`src/rtl/tpsd_pkg.sv`:
```
`timescale 1ns / 1ps
// ----------------------------------------------------------------------------
// tpsd_pkg
// Shared types and constants of the TGA pixel stream decoder.
// ----------------------------------------------------------------------------
package tpsd_pkg;

    localparam int          CFG_IDX_W   = 2;
    localparam int          CFG_DATA_W  = 32;
    localparam int          QUEUE_DEPTH = 2;

    localparam logic [CFG_IDX_W-1:0] CFG_IMAGE_KIND  = 2'd0;
    localparam logic [CFG_IDX_W-1:0] CFG_HAS_ALPHA   = 2'd1;
    localparam logic [CFG_IDX_W-1:0] CFG_PIXEL_COUNT = 2'd2;

    localparam logic [7:0]  HDR_REPEAT_MIN = 8'd128;
    localparam logic [7:0]  HDR_REPEAT_OFS = 8'd127;
    localparam logic [7:0]  ALPHA_OPAQUE   = 8'd255;

    // one finished pixel request handed from front to back
    typedef struct packed {
        logic       gray;
        logic [7:0] blue;
        logic [7:0] green;
        logic [7:0] red;
        logic [7:0] alpha;
        logic [7:0] len;
        logic [7:0] rem_low;
        logic       last;
    } t_pix_rec;

    typedef struct packed {
        logic full;
        logic empty;
    } t_q_stat;

endpackage

```
`src/rtl/tpsd_byte_if.sv`:
```
`timescale 1ns / 1ps
// ----------------------------------------------------------------------------
// tpsd_byte_if
// Byte stream channel: valid/ready with one data byte.
// ----------------------------------------------------------------------------
interface tpsd_byte_if;
    logic       valid;
    logic       ready;
    logic [7:0] in_byte;

    modport source (output valid, output in_byte, input ready);
    modport sink   (input valid, input in_byte, output ready);
endinterface

```
`src/rtl/tpsd_pix_if.sv`:
```
`timescale 1ns / 1ps
// ----------------------------------------------------------------------------
// tpsd_pix_if
// Pixel run channel: valid/ready with RGBA color, repeat count and end flag.
// ----------------------------------------------------------------------------
interface tpsd_pix_if;
    logic       valid;
    logic       ready;
    logic [7:0] red;
    logic [7:0] green;
    logic [7:0] blue;
    logic [7:0] alpha;
    logic [7:0] repeat_count;
    logic       image_end;

    modport source (output valid, output red, output green, output blue, output alpha,
                    output repeat_count, output image_end, input ready);
    modport sink   (input valid, input red, input green, input blue, input alpha,
                    input repeat_count, input image_end, output ready);
endinterface

```
`src/rtl/tpsd_front.sv`:
```
`timescale 1ns / 1ps
// ----------------------------------------------------------------------------
// tpsd_front
// Byte classifier: config registers, packet headers, pixel assembly and
// image position tracking. Pushes one request per finished pixel.
// ----------------------------------------------------------------------------
module tpsd_front (
    input  logic                           i_clk,
    input  logic                           i_rst_n,
    tpsd_byte_if.sink                      i_in,
    input  logic                           i_cfg_we,
    input  logic [tpsd_pkg::CFG_IDX_W-1:0] i_cfg_idx,
    input  logic [tpsd_pkg::CFG_DATA_W-1:0] i_cfg_data,
    input  tpsd_pkg::t_q_stat              i_q_stat,
    output logic                           o_push,
    output tpsd_pkg::t_pix_rec             o_rec
);
    import tpsd_pkg::*;

    localparam logic [1:0] PH_BLUE  = 2'd0;
    localparam logic [1:0] PH_GREEN = 2'd1;
    localparam logic [1:0] PH_RED   = 2'd2;
    localparam logic [1:0] PH_ALPHA = 2'd3;

    logic [1:0]  r_kind, n_kind;
    logic        r_has_alpha, n_has_alpha;
    logic [31:0] r_pixel_count, n_pixel_count;
    logic [1:0]  r_phase, n_phase;
    logic        r_hdr, n_hdr;
    logic [7:0]  r_raw_rem, n_raw_rem;
    logic        r_rep, n_rep;
    logic [7:0]  r_rep_len, n_rep_len;
    logic [7:0]  r_blue, n_blue;
    logic [7:0]  r_green, n_green;
    logic [7:0]  r_red, n_red;
    logic [31:0] r_remaining, n_remaining;

    logic        accept;
    logic        rle;
    logic        gray;
    logic        pix;
    logic        last;
    logic        restart;
    logic        cfg_hit;
    logic [7:0]  b;
    logic [7:0]  alpha;
    logic [7:0]  len;
    logic [7:0]  raw_dec;

    assign i_in.ready = !i_q_stat.full;
    assign accept     = i_in.valid && !i_q_stat.full;
    assign b          = i_in.in_byte;
    assign rle        = r_kind[1];
    assign gray       = r_kind[0];
    assign raw_dec    = r_raw_rem - 8'd1;
    assign len        = (rle && r_rep) ? r_rep_len : 8'd1;
    assign last       = {24'd0, len} >= r_remaining;

    always_comb begin
        n_kind        = r_kind;
        n_has_alpha   = r_has_alpha;
        n_pixel_count = r_pixel_count;
        n_phase       = r_phase;
        n_hdr         = r_hdr;
        n_raw_rem     = r_raw_rem;
        n_rep         = r_rep;
        n_rep_len     = r_rep_len;
        n_blue        = r_blue;
        n_green       = r_green;
        n_red         = r_red;
        n_remaining   = r_remaining;
        pix           = 1'b0;
        alpha         = ALPHA_OPAQUE;
        cfg_hit       = 1'b0;

        if (accept && r_pixel_count != 32'd0) begin
            if (rle && r_hdr) begin
                if (b < HDR_REPEAT_MIN) begin
                    n_rep     = 1'b0;
                    n_raw_rem = b + 8'd1;
                end else begin
                    n_rep     = 1'b1;
                    n_rep_len = b - HDR_REPEAT_OFS;
                end
                n_hdr   = 1'b0;
                n_phase = PH_BLUE;
            end else if (gray) begin
                pix     = 1'b1;
                n_phase = PH_BLUE;
            end else begin
                unique case (r_phase)
                    PH_BLUE: begin
                        n_blue  = b;
                        n_phase = PH_GREEN;
                    end
                    PH_GREEN: begin
                        n_green = b;
                        n_phase = PH_RED;
                    end
                    PH_RED: begin
                        n_red = b;
                        if (r_has_alpha) begin
                            n_phase = PH_ALPHA;
                        end else begin
                            pix     = 1'b1;
                            n_phase = PH_BLUE;
                        end
                    end
                    PH_ALPHA: begin
                        alpha   = b;
                        pix     = 1'b1;
                        n_phase = PH_BLUE;
                    end
                endcase
            end

            if (pix) begin
                if (rle) begin
                    if (r_rep) begin
                        n_hdr = 1'b1;
                    end else begin
                        n_raw_rem = raw_dec;
                        if (raw_dec == 8'd0) begin
                            n_hdr = 1'b1;
                        end
                    end
                end
                n_remaining = r_remaining - {24'd0, len};
            end
        end

        if (i_cfg_we) begin
            unique case (i_cfg_idx)
                CFG_IMAGE_KIND: begin
                    n_kind  = i_cfg_data[1:0];
                    cfg_hit = 1'b1;
                end
                CFG_HAS_ALPHA: begin
                    n_has_alpha = i_cfg_data[0];
                    cfg_hit     = 1'b1;
                end
                CFG_PIXEL_COUNT: begin
                    n_pixel_count = i_cfg_data;
                    cfg_hit       = 1'b1;
                end
                default: cfg_hit = 1'b0;
            endcase
        end

        restart = (pix && last) || cfg_hit;
        if (restart) begin
            n_phase     = PH_BLUE;
            n_hdr       = 1'b1;
            n_raw_rem   = 8'd0;
            n_rep       = 1'b0;
            n_rep_len   = 8'd0;
            n_remaining = n_pixel_count;
        end
    end

    assign o_push          = pix;
    assign o_rec.gray      = gray;
    assign o_rec.blue      = gray ? b : r_blue;
    assign o_rec.green     = r_green;
    assign o_rec.red       = n_red;
    assign o_rec.alpha     = alpha;
    assign o_rec.len       = len;
    assign o_rec.rem_low   = r_remaining[7:0];
    assign o_rec.last      = last;

    always_ff @(posedge i_clk) begin
        if (!i_rst_n) begin
            r_kind        <= 2'd0;
            r_has_alpha   <= 1'b0;
            r_pixel_count <= 32'd0;
            r_phase       <= PH_BLUE;
            r_hdr         <= 1'b1;
            r_raw_rem     <= 8'd0;
            r_rep         <= 1'b0;
            r_rep_len     <= 8'd0;
            r_blue        <= 8'd0;
            r_green       <= 8'd0;
            r_red         <= 8'd0;
            r_remaining   <= 32'd0;
        end else begin
            r_kind        <= n_kind;
            r_has_alpha   <= n_has_alpha;
            r_pixel_count <= n_pixel_count;
            r_phase       <= n_phase;
            r_hdr         <= n_hdr;
            r_raw_rem     <= n_raw_rem;
            r_rep         <= n_rep;
            r_rep_len     <= n_rep_len;
            r_blue        <= n_blue;
            r_green       <= n_green;
            r_red         <= n_red;
            r_remaining   <= n_remaining;
        end
    end

endmodule

```
`src/rtl/tpsd_queue.sv`:
```
`timescale 1ns / 1ps
// ----------------------------------------------------------------------------
// tpsd_queue
// Small FIFO of pixel requests between front and back.
// ----------------------------------------------------------------------------
module tpsd_queue #(
    parameter int DEPTH = tpsd_pkg::QUEUE_DEPTH
) (
    input  logic                i_clk,
    input  logic                i_rst_n,
    input  logic                i_push,
    input  tpsd_pkg::t_pix_rec  i_rec,
    input  logic                i_pop,
    output tpsd_pkg::t_pix_rec  o_rec,
    output tpsd_pkg::t_q_stat   o_stat
);
    import tpsd_pkg::*;

    localparam int PTR_W = $clog2(DEPTH);
    localparam int CNT_W = $clog2(DEPTH + 1);
    localparam logic [PTR_W-1:0] PTR_LAST = PTR_W'(DEPTH - 1);

    t_pix_rec         r_mem [DEPTH];
    logic [PTR_W-1:0] r_wr, n_wr;
    logic [PTR_W-1:0] r_rd, n_rd;
    logic [CNT_W-1:0] r_count, n_count;

    assign o_stat.full  = r_count == CNT_W'(DEPTH);
    assign o_stat.empty = r_count == '0;
    assign o_rec        = r_mem[r_rd];

    always_comb begin
        n_wr    = r_wr;
        n_rd    = r_rd;
        n_count = r_count;
        if (i_push) begin
            n_wr = (r_wr == PTR_LAST) ? '0 : r_wr + PTR_W'(1);
        end
        if (i_pop) begin
            n_rd = (r_rd == PTR_LAST) ? '0 : r_rd + PTR_W'(1);
        end
        if (i_push && !i_pop) begin
            n_count = r_count + CNT_W'(1);
        end else if (i_pop && !i_push) begin
            n_count = r_count - CNT_W'(1);
        end
    end

    always_ff @(posedge i_clk) begin
        if (i_push) begin
            r_mem[r_wr] <= i_rec;
        end
    end

    always_ff @(posedge i_clk) begin
        if (!i_rst_n) begin
            r_wr    <= '0;
            r_rd    <= '0;
            r_count <= '0;
        end else begin
            r_wr    <= n_wr;
            r_rd    <= n_rd;
            r_count <= n_count;
        end
    end

endmodule

```
`src/rtl/tpsd_back.sv`:
```
`timescale 1ns / 1ps
// ----------------------------------------------------------------------------
// tpsd_back
// Pixel formatter: gray expansion, run clipping and the output register.
// ----------------------------------------------------------------------------
module tpsd_back (
    input  logic               i_clk,
    input  logic               i_rst_n,
    input  tpsd_pkg::t_q_stat  i_q_stat,
    input  tpsd_pkg::t_pix_rec i_rec,
    output logic               o_pop,
    tpsd_pix_if.source         o_pix
);
    import tpsd_pkg::*;

    logic       r_valid;
    logic [7:0] r_red;
    logic [7:0] r_green;
    logic [7:0] r_blue;
    logic [7:0] r_alpha;
    logic [7:0] r_count;
    logic       r_end;

    assign o_pop = !i_q_stat.empty && (!r_valid || o_pix.ready);

    always_ff @(posedge i_clk) begin
        if (!i_rst_n) begin
            r_valid <= 1'b0;
        end else if (o_pop) begin
            r_valid <= 1'b1;
        end else if (o_pix.ready) begin
            r_valid <= 1'b0;
        end
    end

    always_ff @(posedge i_clk) begin
        if (o_pop) begin
            r_red   <= i_rec.gray ? i_rec.blue : i_rec.red;
            r_green <= i_rec.gray ? i_rec.blue : i_rec.green;
            r_blue  <= i_rec.blue;
            r_alpha <= i_rec.alpha;
            // final run is cut to the pixels left
            r_count <= i_rec.last ? i_rec.rem_low : i_rec.len;
            r_end   <= i_rec.last;
        end
    end

    assign o_pix.valid        = r_valid;
    assign o_pix.red          = r_red;
    assign o_pix.green        = r_green;
    assign o_pix.blue         = r_blue;
    assign o_pix.alpha        = r_alpha;
    assign o_pix.repeat_count = r_count;
    assign o_pix.image_end    = r_end;

endmodule

```
`src/rtl/tga_pixel_stream_decoder.sv`:
```
`timescale 1ns / 1ps
// ----------------------------------------------------------------------------
// tga_pixel_stream_decoder
// TGA pixel data decoder: bytes in, RGBA pixel runs out.
// ----------------------------------------------------------------------------
// Takes one byte of TGA pixel data per clock while the request queue has
// room and returns one RGBA run per finished pixel, with its repeat count
// and an end-of-image flag. The front handles each byte in the cycle it is
// accepted; a finished pixel goes into the request queue and from there into
// the output register. The queue (QUEUE_DEPTH entries) lets bytes keep
// flowing while the output waits, so a byte is accepted every cycle as long
// as the consumer keeps up. Configure image_kind, has_alpha and pixel_count
// while the stream is idle; writing any of them restarts the image position.
module tga_pixel_stream_decoder #(
    parameter int QUEUE_DEPTH = tpsd_pkg::QUEUE_DEPTH
) (
    input  logic                            i_clk,
    input  logic                            i_rst_n,
    tpsd_byte_if.sink                       i_in,
    tpsd_pix_if.source                      o_pix,
    input  logic                            i_cfg_we,
    input  logic [tpsd_pkg::CFG_IDX_W-1:0]  i_cfg_idx,
    input  logic [tpsd_pkg::CFG_DATA_W-1:0] i_cfg_data
);
    import tpsd_pkg::*;

    logic     push;
    logic     pop;
    t_pix_rec front_rec;
    t_pix_rec queue_rec;
    t_q_stat  q_stat;

    tpsd_front u_front (
        .i_clk      (i_clk),
        .i_rst_n    (i_rst_n),
        .i_in       (i_in),
        .i_cfg_we   (i_cfg_we),
        .i_cfg_idx  (i_cfg_idx),
        .i_cfg_data (i_cfg_data),
        .i_q_stat   (q_stat),
        .o_push     (push),
        .o_rec      (front_rec)
    );

    tpsd_queue #(
        .DEPTH (QUEUE_DEPTH)
    ) u_queue (
        .i_clk   (i_clk),
        .i_rst_n (i_rst_n),
        .i_push  (push),
        .i_rec   (front_rec),
        .i_pop   (pop),
        .o_rec   (queue_rec),
        .o_stat  (q_stat)
    );

    tpsd_back u_back (
        .i_clk    (i_clk),
        .i_rst_n  (i_rst_n),
        .i_q_stat (q_stat),
        .i_rec    (queue_rec),
        .o_pop    (pop),
        .o_pix    (o_pix)
    );

    a_no_overflow: assert property (@(posedge i_clk) disable iff (!i_rst_n)
        push |-> !q_stat.full)
        else $error("pixel request pushed into full queue");

    a_no_underflow: assert property (@(posedge i_clk) disable iff (!i_rst_n)
        pop |-> !q_stat.empty)
        else $error("pixel request popped from empty queue");

    a_count_nonzero: assert property (@(posedge i_clk) disable iff (!i_rst_n)
        o_pix.valid |-> o_pix.repeat_count != 8'd0)
        else $error("pixel run with zero repeat count");

    a_pop_loads_out: assert property (@(posedge i_clk) disable iff (!i_rst_n)
        pop |=> o_pix.valid)
        else $error("popped request did not reach the output");

endmodule
```
`src/flat_wrapper.sv`:
```
// flat-port wrapper written by rule: the top's interface ports become plain ports
module tga_pixel_stream_decoder_flat import tpsd_pkg::*;
#(
    parameter int QUEUE_DEPTH = tpsd_pkg::QUEUE_DEPTH
)
  (i_clk, i_rst_n, i_cfg_we, i_cfg_idx, i_cfg_data, i_in_valid, i_in_in_byte, i_in_ready, o_pix_valid, o_pix_red, o_pix_green, o_pix_blue, o_pix_alpha, o_pix_repeat_count, o_pix_image_end, o_pix_ready);
  tpsd_byte_if i_in_i ();
  tpsd_pix_if o_pix_i ();
  input  logic i_clk;
  input  logic i_rst_n;
  input  logic i_cfg_we;
  input  logic [tpsd_pkg::CFG_IDX_W-1:0] i_cfg_idx;
  input  logic [tpsd_pkg::CFG_DATA_W-1:0] i_cfg_data;
  input wire logic [$bits(i_in_i.valid)-1:0] i_in_valid;
  input wire logic [$bits(i_in_i.in_byte)-1:0] i_in_in_byte;
  output wire logic [$bits(i_in_i.ready)-1:0] i_in_ready;
  output wire logic [$bits(o_pix_i.valid)-1:0] o_pix_valid;
  output wire logic [$bits(o_pix_i.red)-1:0] o_pix_red;
  output wire logic [$bits(o_pix_i.green)-1:0] o_pix_green;
  output wire logic [$bits(o_pix_i.blue)-1:0] o_pix_blue;
  output wire logic [$bits(o_pix_i.alpha)-1:0] o_pix_alpha;
  output wire logic [$bits(o_pix_i.repeat_count)-1:0] o_pix_repeat_count;
  output wire logic [$bits(o_pix_i.image_end)-1:0] o_pix_image_end;
  input wire logic [$bits(o_pix_i.ready)-1:0] o_pix_ready;
  assign i_in_i.valid = i_in_valid;
  assign i_in_i.in_byte = i_in_in_byte;
  assign i_in_ready = i_in_i.ready;
  assign o_pix_valid = o_pix_i.valid;
  assign o_pix_red = o_pix_i.red;
  assign o_pix_green = o_pix_i.green;
  assign o_pix_blue = o_pix_i.blue;
  assign o_pix_alpha = o_pix_i.alpha;
  assign o_pix_repeat_count = o_pix_i.repeat_count;
  assign o_pix_image_end = o_pix_i.image_end;
  assign o_pix_i.ready = o_pix_ready;
  tga_pixel_stream_decoder #(.QUEUE_DEPTH(QUEUE_DEPTH)) u_core (.i_clk(i_clk), .i_rst_n(i_rst_n), .i_in(i_in_i), .o_pix(o_pix_i), .i_cfg_we(i_cfg_we), .i_cfg_idx(i_cfg_idx), .i_cfg_data(i_cfg_data));
endmodule
```
`config.mk`:
```
export PLATFORM = sky130hd
export DESIGN_NAME = tga_pixel_stream_decoder_flat
export DESIGN_NICKNAME = d
export VERILOG_FILES = /design/src/rtl/tpsd_pkg.sv /design/src/rtl/tpsd_byte_if.sv /design/src/rtl/tpsd_pix_if.sv /design/src/rtl/tpsd_front.sv /design/src/rtl/tpsd_queue.sv /design/src/rtl/tpsd_back.sv /design/src/rtl/tga_pixel_stream_decoder.sv /design/src/flat_wrapper.sv
export SDC_FILE = /design/constraint.sdc
export NUM_CORES = 1
export LEC_CHECK = 0
export ABC_AREA = 1
export ABC_CLOCK_PERIOD_IN_PS = 10500
export BUFFER_PORTS_ARGS = -buffer_cell sky130_fd_sc_hd__clkbuf_2
export CELL_PAD_IN_SITES_DETAIL_PLACEMENT = 1
export CELL_PAD_IN_SITES_GLOBAL_PLACEMENT = 1
export CORE_MARGIN = 2
export CORE_UTILIZATION = 50
export DETAILED_ROUTE_END_ITERATION = 8
export HOLD_SLACK_MARGIN = 0.1
export PLACE_DENSITY_LB_ADDON = 0.1
export SYNTH_ARGS = -nofsm -noshare
export SYNTH_HDL_FRONTEND = slang
export SYNTH_SLANG_ARGS = --single-unit
export TNS_END_PERCENT = 50
```
`constraint.sdc`:
```
create_clock -name i_clk -period 10.5 [get_ports i_clk]
set_input_delay 2.1 -clock i_clk [delete_from_list [all_inputs] [get_ports i_clk]]
set_output_delay 2.1 -clock i_clk [all_outputs]
set_load 0.01 [all_outputs]
```
==> metrics, run 1 <==
H-tree depth=1; Pleak=0.00563 uW; Critical Path RT=around 11 ns; number of flops mapped to enable cells by yosys=141; gpl congestion=between 0.8 and 0.9; Peak VDD IR=0.172 mV; CP delay by family, top=simple AND/OR/NAND/NOR gates; WL final=between 30000 and 40000 um; worst path bufs/invs=1; post-synthesis sequential area ratio=0.564; worst slew pin tran=approximately 0.96 ns; Async S/R FF share, synth=0; Non-Filler Instances=1705; post-layout utilization of the core=0.581; biggest cell delay along the critical path=roughly 0.62 ns; overall routing resource usage=0.260; fin crit period=between 3 and 4 ns; core area=22800 um^2; Clock transition at path regs=0.06 ns; Die Y=about 160 um; Pwr Total=3000 uW; largest net degree at the start of global routing=55; Die Width=157 um; Vias=just over 9000; RSZ-0062 raised after global routing=false; clock latency on the worst-skew pair=0.55 ns; WL/cell=approximately 18 um; DR pass1 iterations=5; remaining global-route overflow=0; I/O pin cnt=90; crit path kind=reg -> reg; Initial Util=0.512; post-CTS sizing=0; layout cells sized above 1=0.146; Die Footprint=around 25000 um^2; CP endpoint kind=flip-flop; max-slew violation count=0; Final setup viols=0; Routed Antenna Nets=0; Tcrit/Tclk final=0.365; Mapped Nets=1350; setup bufs post-CTS=0; Synth Register Bits=258; Synth-to-Final Area Change=13.6%; Num Clock Sinks=roughly 260; ys flop type=edfxtp_1; Final TNS setup=0 ns; commonest non-fill, non-tap cells in the layout=305 x nand2_1, 186 x nor2_1, 141 x edfxtp_1; global-route wire length before repair=between 50000 and 60000 um; ANT cells=0; result of the run=finished, final reports clean; CTS tree=done; Worst Path Max Fanout=20; Slew HR=0.357; Root Driver=clkbuf_16; dpl cells=1655; CP startpoint kind=flip-flop; max-cap violation count=0; syn_area_per_cell=9.04 um^2; HP Start=u_core.u_front.r_green[4]$_SDFFE_PN0P_; Min-Delay Path Depth=0; final hold vios=0; worst hold path type=reg -> reg; Worst Setup SP=u_core.u_front.r_rep$_SDFFE_PP0P_; Clock Skews=0.0179 ns; clk buf depth=3; via-per-instance ratio=5.41; initial drt markers=573; critical path cell sequence=nand2_1 -> or2_2 -> ha_1 -> fa_1 -> inv_1 -> nand2_1 -> nand2_1 -> nand3_4 -> nand2_4 -> a21oi_1 -> nand3_1 -> nand3_1 -> nand3b_1; commonest non-fill, non-tap cell in the layout=nand2_1; worst path arrival time=~4.3 ns; antenna violations before repair=0; Synth warnings=0; Yosys cell types=46; Cell Rows=55; fmax=approximately 0.26 GHz; cts hold-fix bufs=0; Netlist Area Pre-Place=11700 um^2; slowest stage cell, crit path=nand3_1; Pwr Density=226 nW/um^2; fill count=between 2000 and 3000; Buffers on Ports=89; reg2reg start=u_core.u_front.r_rep$_SDFFE_PP0P_; vias in the first global route=9497; Reg2Reg Setup Slack=6.66 ns; CP most frequent cell=nand2_1; HPWL Detailed=21300 um; Num CTS Buffers=28; final net count=1432; Syn Inst Count=1290; Hold Crit Endpoint=u_core.u_queue.r_mem[0][37]$_DFFE_PP_; R2R depth=13; DR DRC count=0
cell type report:
type	count	area [um^2]	area share
flip-flops and latches	258	6580	0.497
clock inverters	9	60.1	0.00454
repair buffers	97	505	0.0382
multi-input cells	872	4440	0.335
clock buffers	41	832	0.0629
well taps	313	392	0.0296
inverters	115	432	0.0326
synth_stat cells, types with 2 or more instances:
library cell	instances	area, um^2
mux2i_1	33	330
clkbuf_1	24	90.1
xor2_1	16	140
nand2_1	305	1140
a21oi_2	7	61.3
nand4_1	12	75.1
buf_2	9	45.0
nor2_4	2	22.5
o21ai_1	5	25.0
o21ai_2	4	35.0
buf_4	5	37.5
xnor2_1	6	52.6
edfxtp_1	141	4230
nor2_2	6	37.5
o21ai_0	64	320
nor2_1	188	706
inv_1	103	387
clkinv_1	6	22.5
ha_1	12	150
nand2_2	9	56.3
buf_1	2	7.51
or2_2	11	68.8
nand3_1	55	275
dfxtp_1	117	2340
nand2_4	4	45.0
buf_6	4	45.0
inv_2	6	22.5
a21oi_1	79	395
nor3_1	4	20.0
nand3b_1	2	15.0
o211ai_1	11	82.6
o31ai_1	24	180
report_power, final:
part           switching [uW]  total, uW  internal [uW]
Combinational             508        743            235
Sequential               69.3       1310           1240
Clock                     399        948            549
Total                     976       3000           2020
worst reg2reg max path, cell delays in order, from the launching register on:
cell and delay, ns:
dfxtp_1 0.43, nand2_1 0.25, or2_2 0.42, ha_1 0.26, fa_1 0.45, inv_1 0.07, nand2_1 0.04, nand2_1 0.13
nand3_4 0.11, nand2_4 0.14, a21oi_1 0.18, nand3_1 0.18, nand3_1 0.62, nand3b_1 0.42
routing by layer:
metal,track usage,share of wire,vias to the layer above
met2,0.452,0.49,180
met5,0,0,-
met3,0.0321,0.036,47
met1,0.348,0.46,4556
li1,-,-,4441
met4,0.0616,0.020,0
worst max-delay path by stage:
stage	depth (start not counted)	end	slack [ns]
after floorplan	8	u_core.u_queue.r_count[1]$_SDFFE_PN0P_	5.14
after global placement	3	flip-flop	6.40
after detailed placement	3	flip-flop	6.34
after CTS	13	flip-flop	6.72
after global routing	13	flip-flop	6.44
final	13	flip-flop	6.66
cells by family after synthesis:
| logic type | Yosys count | synth area share |
|---|---|---|
| AO/OA/AOI/OAI | 198 | 0.0993 |
| adder cells (fa/ha/maj) | 13 | 0.0146 |
| multiplexers | 33 | 0.0283 |
| AND/OR/NAND/NOR | 606 | 0.219 |
| flip-flops | 258 | 0.564 |
| XOR/XNOR | 22 | 0.0165 |
| buffers and inverters | 160 | 0.0576 |
registers in the layout (all words and copies together), names as in the netlist, 8 cells and up, named ones only:
signal / cells
u_core.u_back.o_pix.alpha: 8
u_core.u_back.o_pix.blue: 8
u_core.u_back.o_pix.green: 8
u_core.u_back.o_pix.red: 8
u_core.u_back.o_pix.repeat_count: 8
u_core.u_front.r_blue: 8
u_core.u_front.r_green: 8
u_core.u_front.r_pixel_count: 32
u_core.u_front.r_raw_rem: 8
u_core.u_front.r_red: 8
u_core.u_front.r_remaining: 32
u_core.u_front.r_rep_len: 8
u_core.u_queue.r_mem: 100
through the flow:
stage          instance area, um^2  setup WS [ns]  hold WS [ns]
2_1_floorplan                11700           5.14         0.420
3_3_place_gp                 12300           6.40         0.432
3_5_place_dp                 12300           6.34         0.440
4_1_cts                      13200           6.72         0.453
5_1_grt                      13200           6.44         0.477
6_report                     13200           6.66         0.458
No activity file was read; power rests on OpenSTA's default activity.
==> run 2, diff against run 1 <==
ABC_CLOCK_PERIOD_IN_PS = 3950   (was 10500)
CORE_UTILIZATION = 46   (was 50)
clock period = 3.95 ns   (was 10.5 ns; I/O delays follow)
==> run 2 against run 1 <==
  * Total power rose to 2.8 times the previous value
  * Non-clock buffer count rose by 4
  * Sequential power grew to 2.6 times the previous value
  * Combinational power grew to 2.6 times the previous value
  * Largest power group unchanged
  * Clock skew is essentially flat
  * First-iteration DRC count fell by 1.4%
  * Critical path type unchanged
  * Routed wire length decreased by 2.8%
  * Sequential share of layout area is 0.85 points lower
  * Sequential cell count is the same
==> metrics, run 2 (same netlist as run 1, synthesis figures left out) <==
Clock Skews=0.0178 ns (-0.0000959 ns); Die Width=163 um (+4.1%); CP most frequent cell=nand2_1; routed length on met2=14200 um (-6.7%); Slew HR=0.420 (+0.0635); clock latency on the worst-skew pair=0.56 ns (about the same); Reg2Reg Setup Slack=0.52 ns (-6.15 ns); via-per-instance ratio=5.18 (-4.3%); post-layout utilization of the core=0.538 (-0.0432); fin crit period=3.43 ns (-0.405 ns); core area=25000 um^2 (+9.9%); CP endpoint kind=flip-flop; Die Footprint=26600 um^2 (+8.5%); Pwr Density=619 nW/um^2 (+170%); Final TNS setup=0 ns (unchanged); Logic pwr share=0.235 (-0.013); critical path cell sequence=nand2_1 -> or2_2 -> ha_1 -> fa_1 -> inv_1 -> nand2_1 -> nand2_1 -> nand3_4 -> nand2_4 -> nand2_4 -> a21boi_4 -> buf_12 -> o21ai_0 -> a21oi_1 -> nor2_1; worst path arrival time=3.87 ns (-0.38 ns); Buffers on Ports=89 (unchanged); wire length on met1=14700 um (+2.5%); result of the run=finished, final reports clean; DR pass1 iterations=5 (unchanged); Num Clock Sinks=258 (unchanged); Design Area, Final=13500 um^2 (+1.7%); Clock transition at path regs=0.06 ns (about the same); crit path kind=reg -> reg; worst r2r dst=u_core.u_front.r_remaining[13]$_SDFFE_PN0P_; Worst Path Max Fanout=17 (-15%); I/O pin cnt=90 (unchanged); WL final=30500 um (-2.8%); Num CTS Buffers=28 (unchanged); biggest cell delay along the critical path=0.46 ns (-0.16 ns); Pleak=0.00573 uW (+1.7%); Sw Share=0.311 (-0.0151); ANT cells=0 (unchanged); vias in the first global route=9104 (-4.1%); CP startpoint kind=flip-flop; worst hold path type=reg -> reg; CTS tree=done; final hold vios=0 (unchanged); Int Power=5740 uW (+180%); reg2reg start=u_core.u_front.r_rep$_SDFFE_PP0P_; worst path bufs/invs=2 (+1); Tcrit/Tclk final=0.869 (+0.504); Root Driver=clkbuf_16; cts hold-fix bufs=0 (unchanged); largest net degree at the start of global routing=51 (-7.3%); Final setup viols=0 (unchanged); H-tree depth=1 (unchanged); HPWL Detailed=21100 um (-0.78%); max-cap violation count=0 (unchanged); Net Sw Power=2590 uW (+170%); worst slew pin tran=0.869 ns (-0.0949 ns); CP delay by family, top=simple AND/OR/NAND/NOR gates; antenna violations before repair=0 (unchanged); Placed Area=12400 um^2 (+0.62%); sequential power share=0.415 (-0.021); global-route wire length before repair=48900 um (-2.5%); dpl cells=1676 (+1.3%); Initial Util=0.466 (-0.0462); fmax=0.291 GHz (+12%); max-slew violation count=0 (unchanged); met3 WL=1160 um (+3.3%); Die Y=163 um (+4.1%); largest reg by FF count=u_core.u_queue.r_mem; overall routing resource usage=0.234 (-0.0263); DR DRC count=0 (unchanged); gpl congestion=0.875 (-2.0%); initial drt markers=565 (-1.4%); Non-Filler Instances=1728 (+1.3%); Crit. path cell count=15 (+2); commonest non-fill, non-tap cells in the layout=305 x nand2_1, 186 x nor2_1, 141 x edfxtp_1; slowest stage cell, crit path=fa_1; RSZ-0062 raised after global routing=false; final net count=1436 (+0.28%); WL/cell=17.6 um (-4.1%); Synth-to-Final Area Change=15.5%; layout cells sized above 1=0.151 (+0.00510); commonest non-fill, non-tap cell in the layout=nand2_1; max FFs per register=100 (unchanged); Peak VDD IR=0.437 mV (+150%); clock share of power=0.350 (+0.034); post-CTS sizing=0 (unchanged); clk buf depth=3 (unchanged); Routed Antenna Nets=0 (unchanged); Worst Setup SP=u_core.u_front.r_rep$_SDFFE_PP0P_; setup bufs post-CTS=0 (unchanged); Cell Rows=58 (+5.5%); remaining global-route overflow=0 (unchanged); Regs by FF count=u_core.u_queue.r_mem x100, u_core.u_front.r_pixel_count x32, u_core.u_front.r_remaining x32; Critical Path RT=4.39 ns (-6.52 ns); Vias=8946 (-3.0%); R2R depth=15 (+2); CP endpoint=u_core.u_front.r_remaining[13]$_SDFFE_PN0P_; DR top layer=met4
-- run 2: worst min-delay path by stage --
stage / startpoint / to / cells past startpoint
global placement: u_core.u_front.r_green[3]$_SDFFE_PN0P_ / u_core.u_queue.r_mem[0][36]$_DFFE_PP_ / 0
global route: u_core.u_front.r_green[6]$_SDFFE_PN0P_ / u_core.u_queue.r_mem[0][39]$_DFFE_PP_ / 0
CTS: u_core.u_front.r_green[3]$_SDFFE_PN0P_ / u_core.u_queue.r_mem[1][36]$_DFFE_PP_ / 0
floorplan: u_core.u_front.r_green[0]$_SDFFE_PN0P_ / u_core.u_queue.r_mem[0][33]$_DFFE_PP_ / 0
finish: u_core.u_front.r_green[4]$_SDFFE_PN0P_ / u_core.u_queue.r_mem[0][37]$_DFFE_PP_ / 0
detailed placement: u_core.u_front.r_green[3]$_SDFFE_PN0P_ / u_core.u_queue.r_mem[1][36]$_DFFE_PP_ / 0
-- run 2: metrics by stage --
stage / hold WS, ns / setup slack (ns) / total power (uW)
5_1_grt: 0.463 / 0.287 / 8800
3_3_place_gp: 0.428 / 0.762 / 5400
2_1_floorplan: 0.420 / 0.299 / 4810
4_1_cts: 0.449 / 0.507 / 8430
3_5_place_dp: 0.435 / 0.599 / 5480
6_report: 0.454 / 0.517 / 8330
-- run 2: routing by layer --
layer	vias to the layer above	track usage
met5	-	0
met1	4312	0.333
li1	4452	-
met4	0	0.0455
met2	159	0.388
met3	23	0.0269
-- run 2: power by group through the flow --
stage,clock [uW],sequential [uW],combinational (uW)
2_1_floorplan,0,3580,1230
3_3_place_gp,0,3500,1910
3_5_place_dp,0,3520,1970
4_1_cts,2980,3460,1990
5_1_grt,3100,3490,2210
6_report,2920,3460,1960
-- run 2: worst reg2reg max path: stages, from the launching register on --
cell      delay [ns]
dfxtp_1         0.42
nand2_1         0.22
or2_2           0.37
ha_1            0.24
fa_1            0.46
inv_1           0.07
nand2_1         0.04
nand2_1         0.13
nand3_4         0.11
nand2_4         0.15
nand2_4         0.08
a21boi_4        0.47
buf_12          0.22
o21ai_0         0.10
a21oi_1         0.18
nor2_1          0.06
-- run 2: cell type report --
type	count	area (um^2)
clock inverters	17	290
inverters	115	432
clock buffers	35	757
fillers	2931	11600
multi-input cells	872	4440
flip-flops and latches	258	6580
well taps	330	413
repair buffers	101	561
